==> src/rtl/diff_drive_odometry_assert.svh <==
// ---------------------------------------------------------------------------
// odometry assertion macros
// concurrent checks on clk, disabled while rst is high
// ---------------------------------------------------------------------------
`ifndef DIFF_DRIVE_ODOMETRY_ASSERT_SVH
`define DIFF_DRIVE_ODOMETRY_ASSERT_SVH

`ifndef SYNTHESIS

// antecedent implies consequent in the same cycle
`define ODO_ASSERT_IMPLIES(lbl, ante, cons, msg) \
  lbl: assert property (@(posedge clk) disable iff (rst) (ante) |-> (cons)) \
    else $error(msg);

// expression never true
`define ODO_ASSERT_NEVER(lbl, expr, msg) \
  lbl: assert property (@(posedge clk) disable iff (rst) !(expr)) \
    else $error(msg);

`else

`define ODO_ASSERT_IMPLIES(lbl, ante, cons, msg)
`define ODO_ASSERT_NEVER(lbl, expr, msg)

`endif

`endif

==> src/rtl/odo_pkg.sv <==
// ---------------------------------------------------------------------------
// odometry package
// shared types, constants and the arctangent table
// ---------------------------------------------------------------------------
package odo_pkg;

  localparam int CORDIC_STEPS_DEF  = 16;
  localparam int FRACTION_BITS_DEF = 16;
  localparam int QUEUE_DEPTH_DEF   = 2;

  // divider dividend width, covers |dth| * 1e6
  localparam int DIV_W = 54;

  localparam logic [15:0] RADIUS_RESET = 16'd2163;
  localparam logic [15:0] SEP_RESET    = 16'd11141;

  // configuration register indexes
  localparam logic [1:0] REG_RADIUS = 2'd0;
  localparam logic [1:0] REG_SEP    = 2'd1;

  localparam logic signed [63:0] TWO_PI_Q30  = 64'sd6746518852;
  localparam logic signed [63:0] PI_Q30      = 64'sd3373259426;
  localparam logic signed [63:0] HALF_PI_Q30 = 64'sd1686629713;
  localparam logic signed [31:0] GAIN_Q30    = 32'sd652032874;
  localparam logic [DIV_W-1:0]   DTH_LIMIT   = DIV_W'(64'd8589934592);

  typedef struct packed {
    logic signed [31:0] dr;
    logic signed [31:0] dl;
    logic [31:0]        dt;
  } delta_t;

  typedef struct packed {
    logic full;
    logic empty;
  } q_status_t;

  typedef struct packed {
    logic             start;
    logic [DIV_W-1:0] dividend;
    logic [31:0]      divisor;
  } div_req_t;

  typedef struct packed {
    logic             busy;
    logic [DIV_W-1:0] quotient;
  } div_rsp_t;

  function automatic logic signed [31:0] atan_q30(input logic [4:0] i);
    logic signed [31:0] v;
    case (i)
      5'd0:  v = 32'sd843314857;
      5'd1:  v = 32'sd497837829;
      5'd2:  v = 32'sd263043837;
      5'd3:  v = 32'sd133525159;
      5'd4:  v = 32'sd67021687;
      5'd5:  v = 32'sd33543516;
      5'd6:  v = 32'sd16775851;
      5'd7:  v = 32'sd8388437;
      5'd8:  v = 32'sd4194283;
      5'd9:  v = 32'sd2097149;
      5'd10: v = 32'sd1048576;
      5'd11: v = 32'sd524288;
      5'd12: v = 32'sd262144;
      5'd13: v = 32'sd131072;
      5'd14: v = 32'sd65536;
      5'd15: v = 32'sd32768;
      5'd16: v = 32'sd16384;
      5'd17: v = 32'sd8192;
      5'd18: v = 32'sd4096;
      5'd19: v = 32'sd2048;
      5'd20: v = 32'sd1024;
      5'd21: v = 32'sd512;
      5'd22: v = 32'sd256;
      5'd23: v = 32'sd128;
      5'd24: v = 32'sd64;
      5'd25: v = 32'sd32;
      5'd26: v = 32'sd16;
      5'd27: v = 32'sd8;
      5'd28: v = 32'sd4;
      5'd29: v = 32'sd2;
      default: v = 32'sd0;
    endcase
    return v;
  endfunction

endpackage

==> src/rtl/odo_queue.sv <==
// ---------------------------------------------------------------------------
// odometry delta queue
// short fifo between front end and back end
// ---------------------------------------------------------------------------
module odo_queue #(
  parameter int DEPTH = odo_pkg::QUEUE_DEPTH_DEF
) (
  input  logic               clk,
  input  logic               rst,
  input  logic               push,
  input  odo_pkg::delta_t    item_in,
  input  logic               pop,
  output odo_pkg::delta_t    item_out,
  output odo_pkg::q_status_t status
);

  localparam int PW = (DEPTH > 1) ? $clog2(DEPTH) : 1;
  localparam int CW = $clog2(DEPTH + 1);

  odo_pkg::delta_t entries [DEPTH];
  logic [PW-1:0]   wr_ptr;
  logic [PW-1:0]   rd_ptr;
  logic [CW-1:0]   count;

  assign status.full  = (count == CW'(DEPTH));
  assign status.empty = (count == '0);
  assign item_out     = entries[rd_ptr];

  always_ff @(posedge clk) begin
    if (push) begin
      entries[wr_ptr] <= item_in;
    end
  end

  always_ff @(posedge clk) begin
    if (rst) begin
      wr_ptr <= '0;
      rd_ptr <= '0;
      count  <= '0;
    end else begin
      if (push) begin
        wr_ptr <= (wr_ptr == PW'(DEPTH - 1)) ? '0 : wr_ptr + 1'b1;
      end
      if (pop) begin
        rd_ptr <= (rd_ptr == PW'(DEPTH - 1)) ? '0 : rd_ptr + 1'b1;
      end
      if (push && !pop) begin
        count <= count + 1'b1;
      end else if (pop && !push) begin
        count <= count - 1'b1;
      end
    end
  end

endmodule

==> config.mk <==
export PLATFORM = sky130hd
export DESIGN_NAME = odo_queue
export DESIGN_NICKNAME = d
export VERILOG_FILES = /design/src/rtl/diff_drive_odometry_assert.svh /design/src/rtl/odo_pkg.sv /design/src/rtl/odo_queue.sv
export SDC_FILE = /design/constraint.sdc
export NUM_CORES = 1
export LEC_CHECK = 0
export BUFFER_PORTS_ARGS = -buffer_cell sky130_fd_sc_hd__buf_2
export CORE_UTILIZATION = 52
export CTS_CLUSTER_SIZE = 30
export DETAILED_ROUTE_END_ITERATION = 10
export GPL_ROUTABILITY_DRIVEN = 1
export HOLD_SLACK_MARGIN = 0.06
export PLACE_DENSITY = 0.79
export SYNTH_ARGS = -nofsm -noshare
export SYNTH_HDL_FRONTEND = slang
export SYNTH_SLANG_ARGS = --single-unit
==> constraint.sdc <==
create_clock -name clk -period 6.4 [get_ports clk]
set_input_delay 0.64 -clock clk [delete_from_list [all_inputs] [get_ports clk]]
set_output_delay 0.64 -clock clk [all_outputs]
set_load 0.05 [all_outputs]
After elaboration in Yosys (flattened, before gate mapping):

Memories as Yosys holds them, arrays and structs flattened. A register that Yosys moved wholly into a read port is not among the register bits.
Cells that the tools add are included.

* word-level logic and storage cells: 23
* output and inout port bits: 98
* register bits: 4
* RAM bits: 192
* bits of input ports: 100
* memories: 1

Memory list
* entries: depth 2, width 96, rd ports 1, clocked after memory_dff 1, wr ports 1, line odo_queue.sv:20 `odo_pkg::delta_t entries [DEPTH];`

* muxes and demuxes: 8
* reductions and logical operators: 6
* equality and inequality tests: 1
* $add $sub $neg: 4

Operators with widths (number)
* 1-bit two-way mux: 6
* 2-bit two-way mux: 2
* 1-bit adder, second input constant: 2
* 2-bit by 1-bit adder with 2-bit output, second input constant: 1
* 2-bit == test, second input constant: 1
* 1-bit logical AND: 2
* 1-bit zero test: 2
* 2-bit zero test: 1
* 2-bit nonzero test: 1
* 2-bit by 1-bit subtractor with 2-bit output, second input constant: 1

Depth between registers and ports, before layout:

* depth in word-level cells: 4
* depth in mapped cells: 5
* depth with buffers taken out: 5

Least setup slack after synthesis:

Ideal clock, no wire load.

* path kind: input to register
* start: in push
* end: mem entries[0][0] in the netlist's numbering (enable)
* setup slack: 1.016 ns
* data arrival time: 4.821 ns
* library setup time: 0.563 ns
* required time: 5.837 ns
* buffers on the path: 0
* stages: 1
* cell sequence: nor2b_1

* word-level cells in the longest chain between the ends: 2

Ends and longest elaborated chain
* start, declared: line odo_queue.sv:10 `input logic push,`
* 1-bit two-way mux: line odo_queue.sv:30 `if (push) begin`
* 1-bit two-way mux (implied by the code): line odo_queue.sv:31 `entries[wr_ptr] <= item_in;`
* end, declared: line odo_queue.sv:20

No other way between the ends.

==> impl_metrics.yaml <==
outcome:
  status: "completed"
clock_tree:
  cts_buffer_depth: 2
  cts_root_buffer: "clkbuf_16"
  cts_hold_buf: 0
  post_cts_resized: 0
  clock_sink_count: 197
  cts_tree: "done"
  cts_buffers: 17
  htreeDepth: 4
  clk_pin_slew_ns: 0.07
  clk_latency_ns: 0.43
  postCtsSetupBuffers: 0
placed_design:
  dp_cells: 691
  gp_congestion: 0.718
  hpwl_um: 8030
  port_buffers: 197
final_layout:
  fin_cells: 723
  layout-drive-gt1-share_pct: 60.6
  finalNetCount: 631
  antenna_cells: 0
  area_growth_pct: 22.4
detailed_routing:
  drc: 0
  drt-pass1-iter-count: 4
  wire_per_inst_um: 17.1
  avgViaCountPerCell: 5.04
  ant_nets: 0
  num_vias: 3645
  wl_um: 12300
  first_iter_violations: 220
synth:
  synth_nets: 422
  async_reset_ff_share_pct: 0
  post-synth-top-count-cell: "edfxtp_1"
  synth-seq-cells: 197
  synth_top_area_share_pct: 78.6
  syn_avg_cell_area_um2: 22.8
  yosysTopAreaCell: "edfxtp_1"
  syn_inst: 321
  netlist_top_cells_count: "edfxtp_1, mux2_2, mux2_4"
  ys.flop_type: "edfxtp_1"
  synth_cell_types: 18
  synthTopCellsByArea: "edfxtp_1, mux2_2, mux2_4"
  synth_enable_flop_cells: 192
  yosysWarnings: 0
  seq_area_frac_synth_pct: 80.0
  synth_area_um2: 7330
timing:
  finalCritPeriodShare_pct: 51.9
  maxSlewViolCount: 0
  relSlewSlack_pct: 35.2
  finalHoldViolCount: 0
  worst_slew_pin_slew_ns: 0.973
  fin_hold_ws_ns: 0.397
  fin_crit_ns: 3.32
  grt_setup_unrepaired: "false"
  clock-skew-final_ns: 0.00606
  setup_violations: 0
  fin_tns_setup_ns: 0
  fmax_mhz: 301
critical_path:
  crit_type: "reg -> out"
  cp-start-kind: "flop"
  cp.required_ns: 5.76
  worst_setup_path_end_kind: "primary output"
  cp.arrival_ns: 2.68
  crit_fanout: 52
pwr:
  total_power_mw: 2.99
  power.leakage_nw: 3.46
  p_per_area_nw_per_um2: 333
  peakVddDrop_mv: 0.249
flow_run:
  maxCapViolCount: 0
global_route:
  grt_pass1_wl_um: 18600
  overflow: 0
  grt_usage_pct: 17.6
  grt_pass1_vias: 3754
  antenna_found_initial: 0
  grt_start_max_net_pins: 74
floorplan:
  ioPinCount: 198
  die_area_um2: 14600
  fp-row-count: 43
  core_area_um2: 13800
  start_util_pct: 53.0
  die_w_um: 121
  die-height_um: 121
hold_path:
  hp-class: "in -> reg"
## per-layer routing
metal | global-route usage (%) | vias up | wire length [µm]
li1 | - | 1692 | -
met1 | 20.5 | 1783 | 5040
met2 | 28.2 | 153 | 5980
met3 | 7.83 | 17 | 1090
met4 | 7.79 | 0 | 219
met5 | 0 | - | 0
## worst max-delay path: stages, from the launching register on
cell and delay [ns]:
dfxtp_4 0.87, buf_4 0.72, mux2_2 0.42, buf_2 0.21
## where the power goes
| group | internal, mW | switching (mW) | leakage (nW) |
|---|---|---|---|
| sequential | 1.51 | 0.0343 | 1.84 |
| clock | 0.496 | 0.438 | 0.254 |
| combinational | 0.158 | 0.361 | 1.36 |
## cell usage in the layout (no fill, tap or decap), drive strengths merged
cell type / synthesis / layout
buf: 11 / 201
o21ai: 1 / 1
edfxtp: 192 / 192
inv: 1 / 2
clkinvlp: 0 / 2
dfxtp: 5 / 5
or3: 1 / 1
nor2: 5 / 5
xor2: 2 / 2
xnor2: 2 / 2
clkbuf: 0 / 20
mux2: 96 / 96
nor2b: 2 / 2
and2: 1 / 1
ha: 1 / 1
clkinv: 0 / 9
a21oi: 1 / 1
## path summary, 6_finish.rpt
kind	from	to	slack, ns	depth (start not counted)
max	flop	item_out[25]	3.08	3
min	item_in[90]	entries[1][90]	0.40	1
max reg2reg	wr_ptr	entries[1][54]	4.30	2
min reg2reg	rd_ptr	rd_ptr	0.52	2
## stage by stage
| stage | setup slack [ns] | utilization (%) | cell area (µm²) |
|---|---|---|---|
| final | 3.08 | 64.9 | 8980 |
| after global routing | 2.93 | 64.9 | 8980 |
| after CTS | 3.01 | 64.9 | 8980 |
| after detailed placement | 3.48 | 61.2 | 8460 |
| after global placement | 3.52 | 61.2 | 8460 |
| after floorplan | 1.02 | - | 7330 |
## logic make-up after synthesis
kind of cell	count (synthesis)	synth area share (%)
multiplexers	96	16.8
flip-flops	197	80.0
XOR/XNOR	4	0.478
AND/OR/NAND/NOR	9	0.597
AO/OA/AOI/OAI	2	0.136
adder cells (fa/ha/maj)	1	0.171
buffers and inverters	12	1.84
## flip-flops by register name, indices dropped and copies added, names as in the netlist, named ones only
signal   flops
count        2
entries    192
rd_ptr       1
wr_ptr       1
## final cells by class
cell class,instances,area (µm²)
clock buffers,20,437
clock inverters,12,83.8
flip-flops and latches,197,5870
inverters,1,3.75
repair buffers,201,1020
fillers,969,4850
well taps,180,225
multi-input cells,112,1340
No activity file was read; power rests on OpenSTA's default activity.
