<file path="config.mk">
export PLATFORM = sky130hd
export DESIGN_NAME = odo_front
export DESIGN_NICKNAME = d
export VERILOG_FILES = /design/src/rtl/diff_drive_odometry_assert.svh /design/src/rtl/odo_pkg.sv /design/src/rtl/odo_front.sv
export SDC_FILE = /design/constraint.sdc
export NUM_CORES = 1
export LEC_CHECK = 0
export BUFFER_PORTS_ARGS = -buffer_cell sky130_fd_sc_hd__buf_2
export CAP_MARGIN = 20
export CORE_ASPECT_RATIO = 0.5
export CORE_MARGIN = 2
export CORE_UTILIZATION = 40
export DETAILED_ROUTE_END_ITERATION = 7
export GPL_ROUTABILITY_DRIVEN = 0
export SYNTH_ARGS = -nofsm -noshare
export SYNTH_HDL_FRONTEND = slang
export SYNTH_SLANG_ARGS = --single-unit
</file>
<file path="constraint.sdc">
create_clock -name clk -period 4 [get_ports clk]
set_clock_uncertainty 0.1 [all_clocks]
set_input_delay 0.2 -clock clk [delete_from_list [all_inputs] [get_ports clk]]
set_output_delay 0.2 -clock clk [all_outputs]
set_load 0.05 [all_outputs]
</file>
<file path="src/rtl/diff_drive_odometry_assert.svh">
// ---------------------------------------------------------------------------
// odometry assertion macros
// concurrent checks on clk, disabled while rst is high
// ---------------------------------------------------------------------------
`ifndef DIFF_DRIVE_ODOMETRY_ASSERT_SVH
`define DIFF_DRIVE_ODOMETRY_ASSERT_SVH

`ifndef SYNTHESIS

// antecedent implies consequent in the same cycle
`define ODO_ASSERT_IMPLIES(lbl, ante, cons, msg) \
  lbl: assert property (@(posedge clk) disable iff (rst) (ante) |-> (cons)) \
    else $error(msg);

// expression never true
`define ODO_ASSERT_NEVER(lbl, expr, msg) \
  lbl: assert property (@(posedge clk) disable iff (rst) !(expr)) \
    else $error(msg);

`else

`define ODO_ASSERT_IMPLIES(lbl, ante, cons, msg)
`define ODO_ASSERT_NEVER(lbl, expr, msg)

`endif

`endif

</file>
<file path="src/rtl/odo_pkg.sv">
// ---------------------------------------------------------------------------
// odometry package
// shared types, constants and the arctangent table
// ---------------------------------------------------------------------------
package odo_pkg;

  localparam int CORDIC_STEPS_DEF  = 16;
  localparam int FRACTION_BITS_DEF = 16;
  localparam int QUEUE_DEPTH_DEF   = 2;

  // divider dividend width, covers |dth| * 1e6
  localparam int DIV_W = 54;

  localparam logic [15:0] RADIUS_RESET = 16'd2163;
  localparam logic [15:0] SEP_RESET    = 16'd11141;

  // configuration register indexes
  localparam logic [1:0] REG_RADIUS = 2'd0;
  localparam logic [1:0] REG_SEP    = 2'd1;

  localparam logic signed [63:0] TWO_PI_Q30  = 64'sd6746518852;
  localparam logic signed [63:0] PI_Q30      = 64'sd3373259426;
  localparam logic signed [63:0] HALF_PI_Q30 = 64'sd1686629713;
  localparam logic signed [31:0] GAIN_Q30    = 32'sd652032874;
  localparam logic [DIV_W-1:0]   DTH_LIMIT   = DIV_W'(64'd8589934592);

  typedef struct packed {
    logic signed [31:0] dr;
    logic signed [31:0] dl;
    logic [31:0]        dt;
  } delta_t;

  typedef struct packed {
    logic full;
    logic empty;
  } q_status_t;

  typedef struct packed {
    logic             start;
    logic [DIV_W-1:0] dividend;
    logic [31:0]      divisor;
  } div_req_t;

  typedef struct packed {
    logic             busy;
    logic [DIV_W-1:0] quotient;
  } div_rsp_t;

  function automatic logic signed [31:0] atan_q30(input logic [4:0] i);
    logic signed [31:0] v;
    case (i)
      5'd0:  v = 32'sd843314857;
      5'd1:  v = 32'sd497837829;
      5'd2:  v = 32'sd263043837;
      5'd3:  v = 32'sd133525159;
      5'd4:  v = 32'sd67021687;
      5'd5:  v = 32'sd33543516;
      5'd6:  v = 32'sd16775851;
      5'd7:  v = 32'sd8388437;
      5'd8:  v = 32'sd4194283;
      5'd9:  v = 32'sd2097149;
      5'd10: v = 32'sd1048576;
      5'd11: v = 32'sd524288;
      5'd12: v = 32'sd262144;
      5'd13: v = 32'sd131072;
      5'd14: v = 32'sd65536;
      5'd15: v = 32'sd32768;
      5'd16: v = 32'sd16384;
      5'd17: v = 32'sd8192;
      5'd18: v = 32'sd4096;
      5'd19: v = 32'sd2048;
      5'd20: v = 32'sd1024;
      5'd21: v = 32'sd512;
      5'd22: v = 32'sd256;
      5'd23: v = 32'sd128;
      5'd24: v = 32'sd64;
      5'd25: v = 32'sd32;
      5'd26: v = 32'sd16;
      5'd27: v = 32'sd8;
      5'd28: v = 32'sd4;
      5'd29: v = 32'sd2;
      default: v = 32'sd0;
    endcase
    return v;
  endfunction

endpackage

</file>
<file path="src/rtl/odo_front.sv">
// ---------------------------------------------------------------------------
// odometry front end
// takes samples, forms wheel angle and time deltas, pushes them to the queue
// ---------------------------------------------------------------------------
module odo_front (
  input  logic                clk,
  input  logic                rst,
  input  logic                in_valid,
  output logic                in_stall,
  input  logic signed [31:0]  right_angle,
  input  logic signed [31:0]  left_angle,
  input  logic [31:0]         stamp_us,
  input  odo_pkg::q_status_t  q_status,
  output logic                push,
  output odo_pkg::delta_t     item
);

  logic [31:0] last_right;
  logic [31:0] last_left;
  logic [31:0] last_stamp;

  assign in_stall = q_status.full;
  assign push     = in_valid && !q_status.full;

  // wrap-around differences
  assign item.dr = $signed(right_angle - last_right);
  assign item.dl = $signed(left_angle - last_left);
  assign item.dt = stamp_us - last_stamp;

  always_ff @(posedge clk) begin
    if (rst) begin
      last_right <= '0;
      last_left  <= '0;
      last_stamp <= '0;
    end else if (push) begin
      last_right <= right_angle;
      last_left  <= left_angle;
      last_stamp <= stamp_us;
    end
  end

endmodule

</file>
# [After elaboration in Yosys (flattened, before gate mapping)]
# Index checks and enable logic that the tools add are counted.
# Widths: inputs -> output; s select.
[classes] add_sub_neg=3 reduce_logical=2
[op_table] op="$sub 32x32->32" count=3
[op_table] op="$logic_and 1x1->1" count=1
[op_table] op="$logic_not 1->1" count=1
[totals] ff_bits=96 out_inout_bits=98

# [Longest topological paths before layout]
[depth] depth_word=2 ltp_mapped=12

# [Worst setup path before layout]
# Ideal clock, no wire load.
[synth_timing] path_type="register to output" start="register last_stamp[0]" end="output item[30] (netlist bit)" arrival_time_ns=3.028 t_required_ns=3.700 setup_slack_ns=0.672 stages_incl_launch_ff=12 path_cell_list="dfxtp_1 > ha_1 > fa_1 > nor2b_1 > o21a_1 > o21ai_1 > a31oi_2 > a31oi_2 > o21ai_2 > a31oi_2 > o41ai_2 > xor2_1"
[synth_rtl] item="start: declaration" line="odo_front.sv:20" source="logic [31:0] last_stamp;"
[synth_rtl] item="start signal: assignment" line="odo_front.sv:38" source="last_stamp <= stamp_us;"
[synth_rtl] item="end: declaration" line="odo_front.sv:15" source="output odo_pkg::delta_t item"

==> metrics.txt <==
status complete, no violations; Cell Int Power 2.14 mW; met2 WL 11100 microns; EDFF count, synth 0; final-report setup violation count 0; crit-path max FO 4; largest net degree at the start of global routing 97; Core ar. 20800 sq um; antenna viol nets, final 0; VDD IR max 0.221 mV; post-synthesis mux area share 0.233%; ANT cells 0; FF-to-FF path depth 2; Ys Warns 0; LEAKAGE 4.72 nW; die area 22800 sq um; Synth Area in Adders 14.2%; CTS Sinks 96; Rel. slew slack 47.0%; Mean Syn Cell Area 6.96 sq um; DP Area 9730 sq um; Placed Instances 1648; fraction of final layout cells sized beyond drive strength 1 15.9%; nets 1678; I/O Buffers 197; global-route wire length before repair 39600 microns; Seq pwr share 25.7%; H-tree depth 3; most common flop cell mapped by yosys dfxtp_1; RR Startpoint last_left[1]$_SDFFE_PP0P_; gr usage total 21.0%; die height 108 microns; RSZ-0062 raised after global routing yes; TritonCTS clock tree yes; Hold Path Cell Cnt 3; complex-gate fraction of the synthesized area 26.2%; area delta synth->final 28.1%; drt wl/cell 13.6 microns; asr flop ratio synth 0%; CP Data Arrival Time 3.51 ns; Slew @ Worst Pin 0.794 ns; fin. max-slew vios 0; largest family of logic cells by synthesized area compound AO/OA/AOI/OAI gates; chip width 211 microns; Hold Crit Endpoint last_left[19]$_SDFFE_PP0P_; DP HPWL 17500 microns; kind of critical path in -> out; post-route cell area 11000 sq um; final core utilization 52.9%; DR iter-0 viols 404; initial antenna violation count 0; post-synthesis sequential area ratio 22.3%; post-place setup slack 0.540 ns; setup ws final 0.186 ns; DRC viols 0; fin cells 1759; max_cap viols 0; Worst R2R End last_left[1]$_SDFFE_PP0P_; Final min period 3.81 ns; clk slew on worst S/H paths 0.07 ns; Gate power share 51.6%; Req. time, crit path 3.70 ns; switching share of power 46.2%; DR vias/cell 5.13; Initial Util 41.3%; fmax 262 MHz; worst-case clock buffer depth 2; Simple-Gate Fraction of Synth Area 19.9%; top layer in use met4; Yosys cell types 60; worst hold path type in -> reg; setup TNS 0 ns; clk root buf clkbuf_16; grt ovf 0; Critical Path Sink Type primary output; Setup Buffers After CTS 0; clock share of power 22.7%; worst skew pair latency 0.35 ns; flop-to-flop setup slack 3.25 ns; num ports 199; Synth Area in XOR/XNOR 8.76%; WL met1 11700 microns; crit share post-route 95.3%; detailed-route via count 9015; P per Cell Area 360 nW/um^2; mapped cell area 8600 sq um; min-delay src left_angle[19]; final hold viol count 0; total CTS buffers 9; met3 wire len 902 microns; Seq cells post-synth 96; switching power 1.83 mW; CP startpoint stamp_us[0]; Rows 37; crit start category primary input; drt pass-1 iters 6; vias in the first global route 8536; Synth Instances 1235; Post-Route WL 24000 microns; Syn Nets 1432
[cells in the final DEF (no fill, tap or decap), types with 14 or more instances in the layout]
cell type and count:
nand2_1 244, nand3_1 21, o21a_1 14, dfxtp_1 96, nor2b_1 17, buf_2 195, xor2_1 30, a21o_1 44
ha_1 93, dlygate4sd3_1 93, a21oi_1 184, o21ai_0 25, nor3_1 14, nor2_1 52, inv_1 128, xnor2_1 56
nand4_1 18, o21ai_1 23
[repair_timing]
item                                    4_1_cts  5_1_grt
endpoints found under the setup margin        0        8
resized for setup                             0        5
endpoints found under the hold margin        93        0
hold buffers                                 93        0
[critical path: stages]
cell           delay [ns]
dlygate4sd3_1        0.53
buf_2                0.11
inv_1                0.04
ha_1                 0.22
fa_1                 0.42
nor2b_1              0.13
o21a_1               0.14
o21ai_1              0.09
a31oi_2              0.24
a31oi_2              0.18
o21ai_2              0.26
a31oi_2              0.20
o41ai_2              0.34
xor2_1               0.19
buf_4                0.22
[metal layers]
metal | GRT usage (%) | vias to the layer above
li1 | - | 4684
met1 | 27.3 | 4130
met2 | 36.3 | 176
met3 | 3.73 | 25
met4 | 5.08 | 0
met5 | 0 | -
[power groups by stage]
stage | Clock [mW] | Sequential [mW] | Combinational (mW)
after floorplan | 0 | 1.04 | 1.52
after detailed placement | 0 | 1.04 | 1.96
final | 0.901 | 1.02 | 2.05
after global routing | 0.975 | 1.03 | 2.20
after CTS | 0.949 | 1.02 | 2.04
after global placement | 0 | 1.04 | 1.95
[cell usage after synthesis, drive strengths merged (2+ instances only)]
cell type | instances | area (sq um)
or2 | 2 | 12.5
o21ai | 52 | 275
o211ai | 6 | 45.0
ha | 93 | 1160
nand2 | 244 | 916
a21boi | 2 | 15.0
inv | 129 | 484
o21bai | 11 | 82.6
buf | 9 | 43.8
o21a | 14 | 105
nor2b | 17 | 106
fa | 3 | 60.1
a221o | 2 | 20.0
a211o | 4 | 35.0
nand2b | 7 | 43.8
clkbuf | 51 | 191
a21oi | 189 | 965
a31o | 4 | 35.0
nor2 | 52 | 195
a211oi | 8 | 60.1
nand3 | 21 | 105
nor4 | 2 | 18.8
and3 | 9 | 56.3
xnor2 | 56 | 490
dfxtp | 96 | 1920
o2111ai | 2 | 17.5
xor2 | 30 | 263
nand4 | 18 | 113
a2111o | 2 | 22.5
or3 | 7 | 43.8
a31oi | 13 | 100
nor3 | 14 | 70.1
a21o | 44 | 330
o31ai | 6 | 45.0
mux2i | 2 | 20.0
[per-stage QoR]
step / hold slack, ns / power, mW
after floorplan: 0.236 / 2.56
after global placement: 0.342 / 2.99
after detailed placement: 0.347 / 3.00
after CTS: 0.000275 / 4.01
after global routing: 0.00562 / 4.20
final: 0.0231 / 3.97
[cell families (layout without fill, tap and decap cells)]
logic type / after synthesis / count (layout)
AO/OA/AOI/OAI: 369 / 369
XOR/XNOR: 86 / 86
adder cells (fa/ha/maj): 96 / 96
buffers and inverters: 189 / 440
flip-flops: 96 / 96
multiplexers: 2 / 2
AND/OR/NAND/NOR: 397 / 397
[cell type report]
cell class | count | area, sq um
Sequential cell | 96 | 1920
Clock inverter | 4 | 53.8
Fill cell | 2083 | 9810
Timing Repair Buffer | 295 | 1990
Multi-Input combinational cell | 950 | 5980
Tap cell | 273 | 342
Inverter | 129 | 485
Clock buffer | 12 | 246
[state kept, by name (all words and copies together) (netlist names)]
signal,flops
last_right,32
last_left,32
last_stamp,32
[how the worst max path moves through the flow]
stage | to | slack (ns) | depth (start not counted)
4_1_cts | item[30] | 0.06 | 15
2_1_floorplan | item[30] | 0.67 | 11
6_report | item[30] | 0.19 | 15
5_1_grt | item[30] | -0.08 | 15
3_3_place_gp | item[58] | 0.61 | 14
3_5_place_dp | item[58] | 0.54 | 14
No activity file was read; power rests on OpenSTA's default activity.
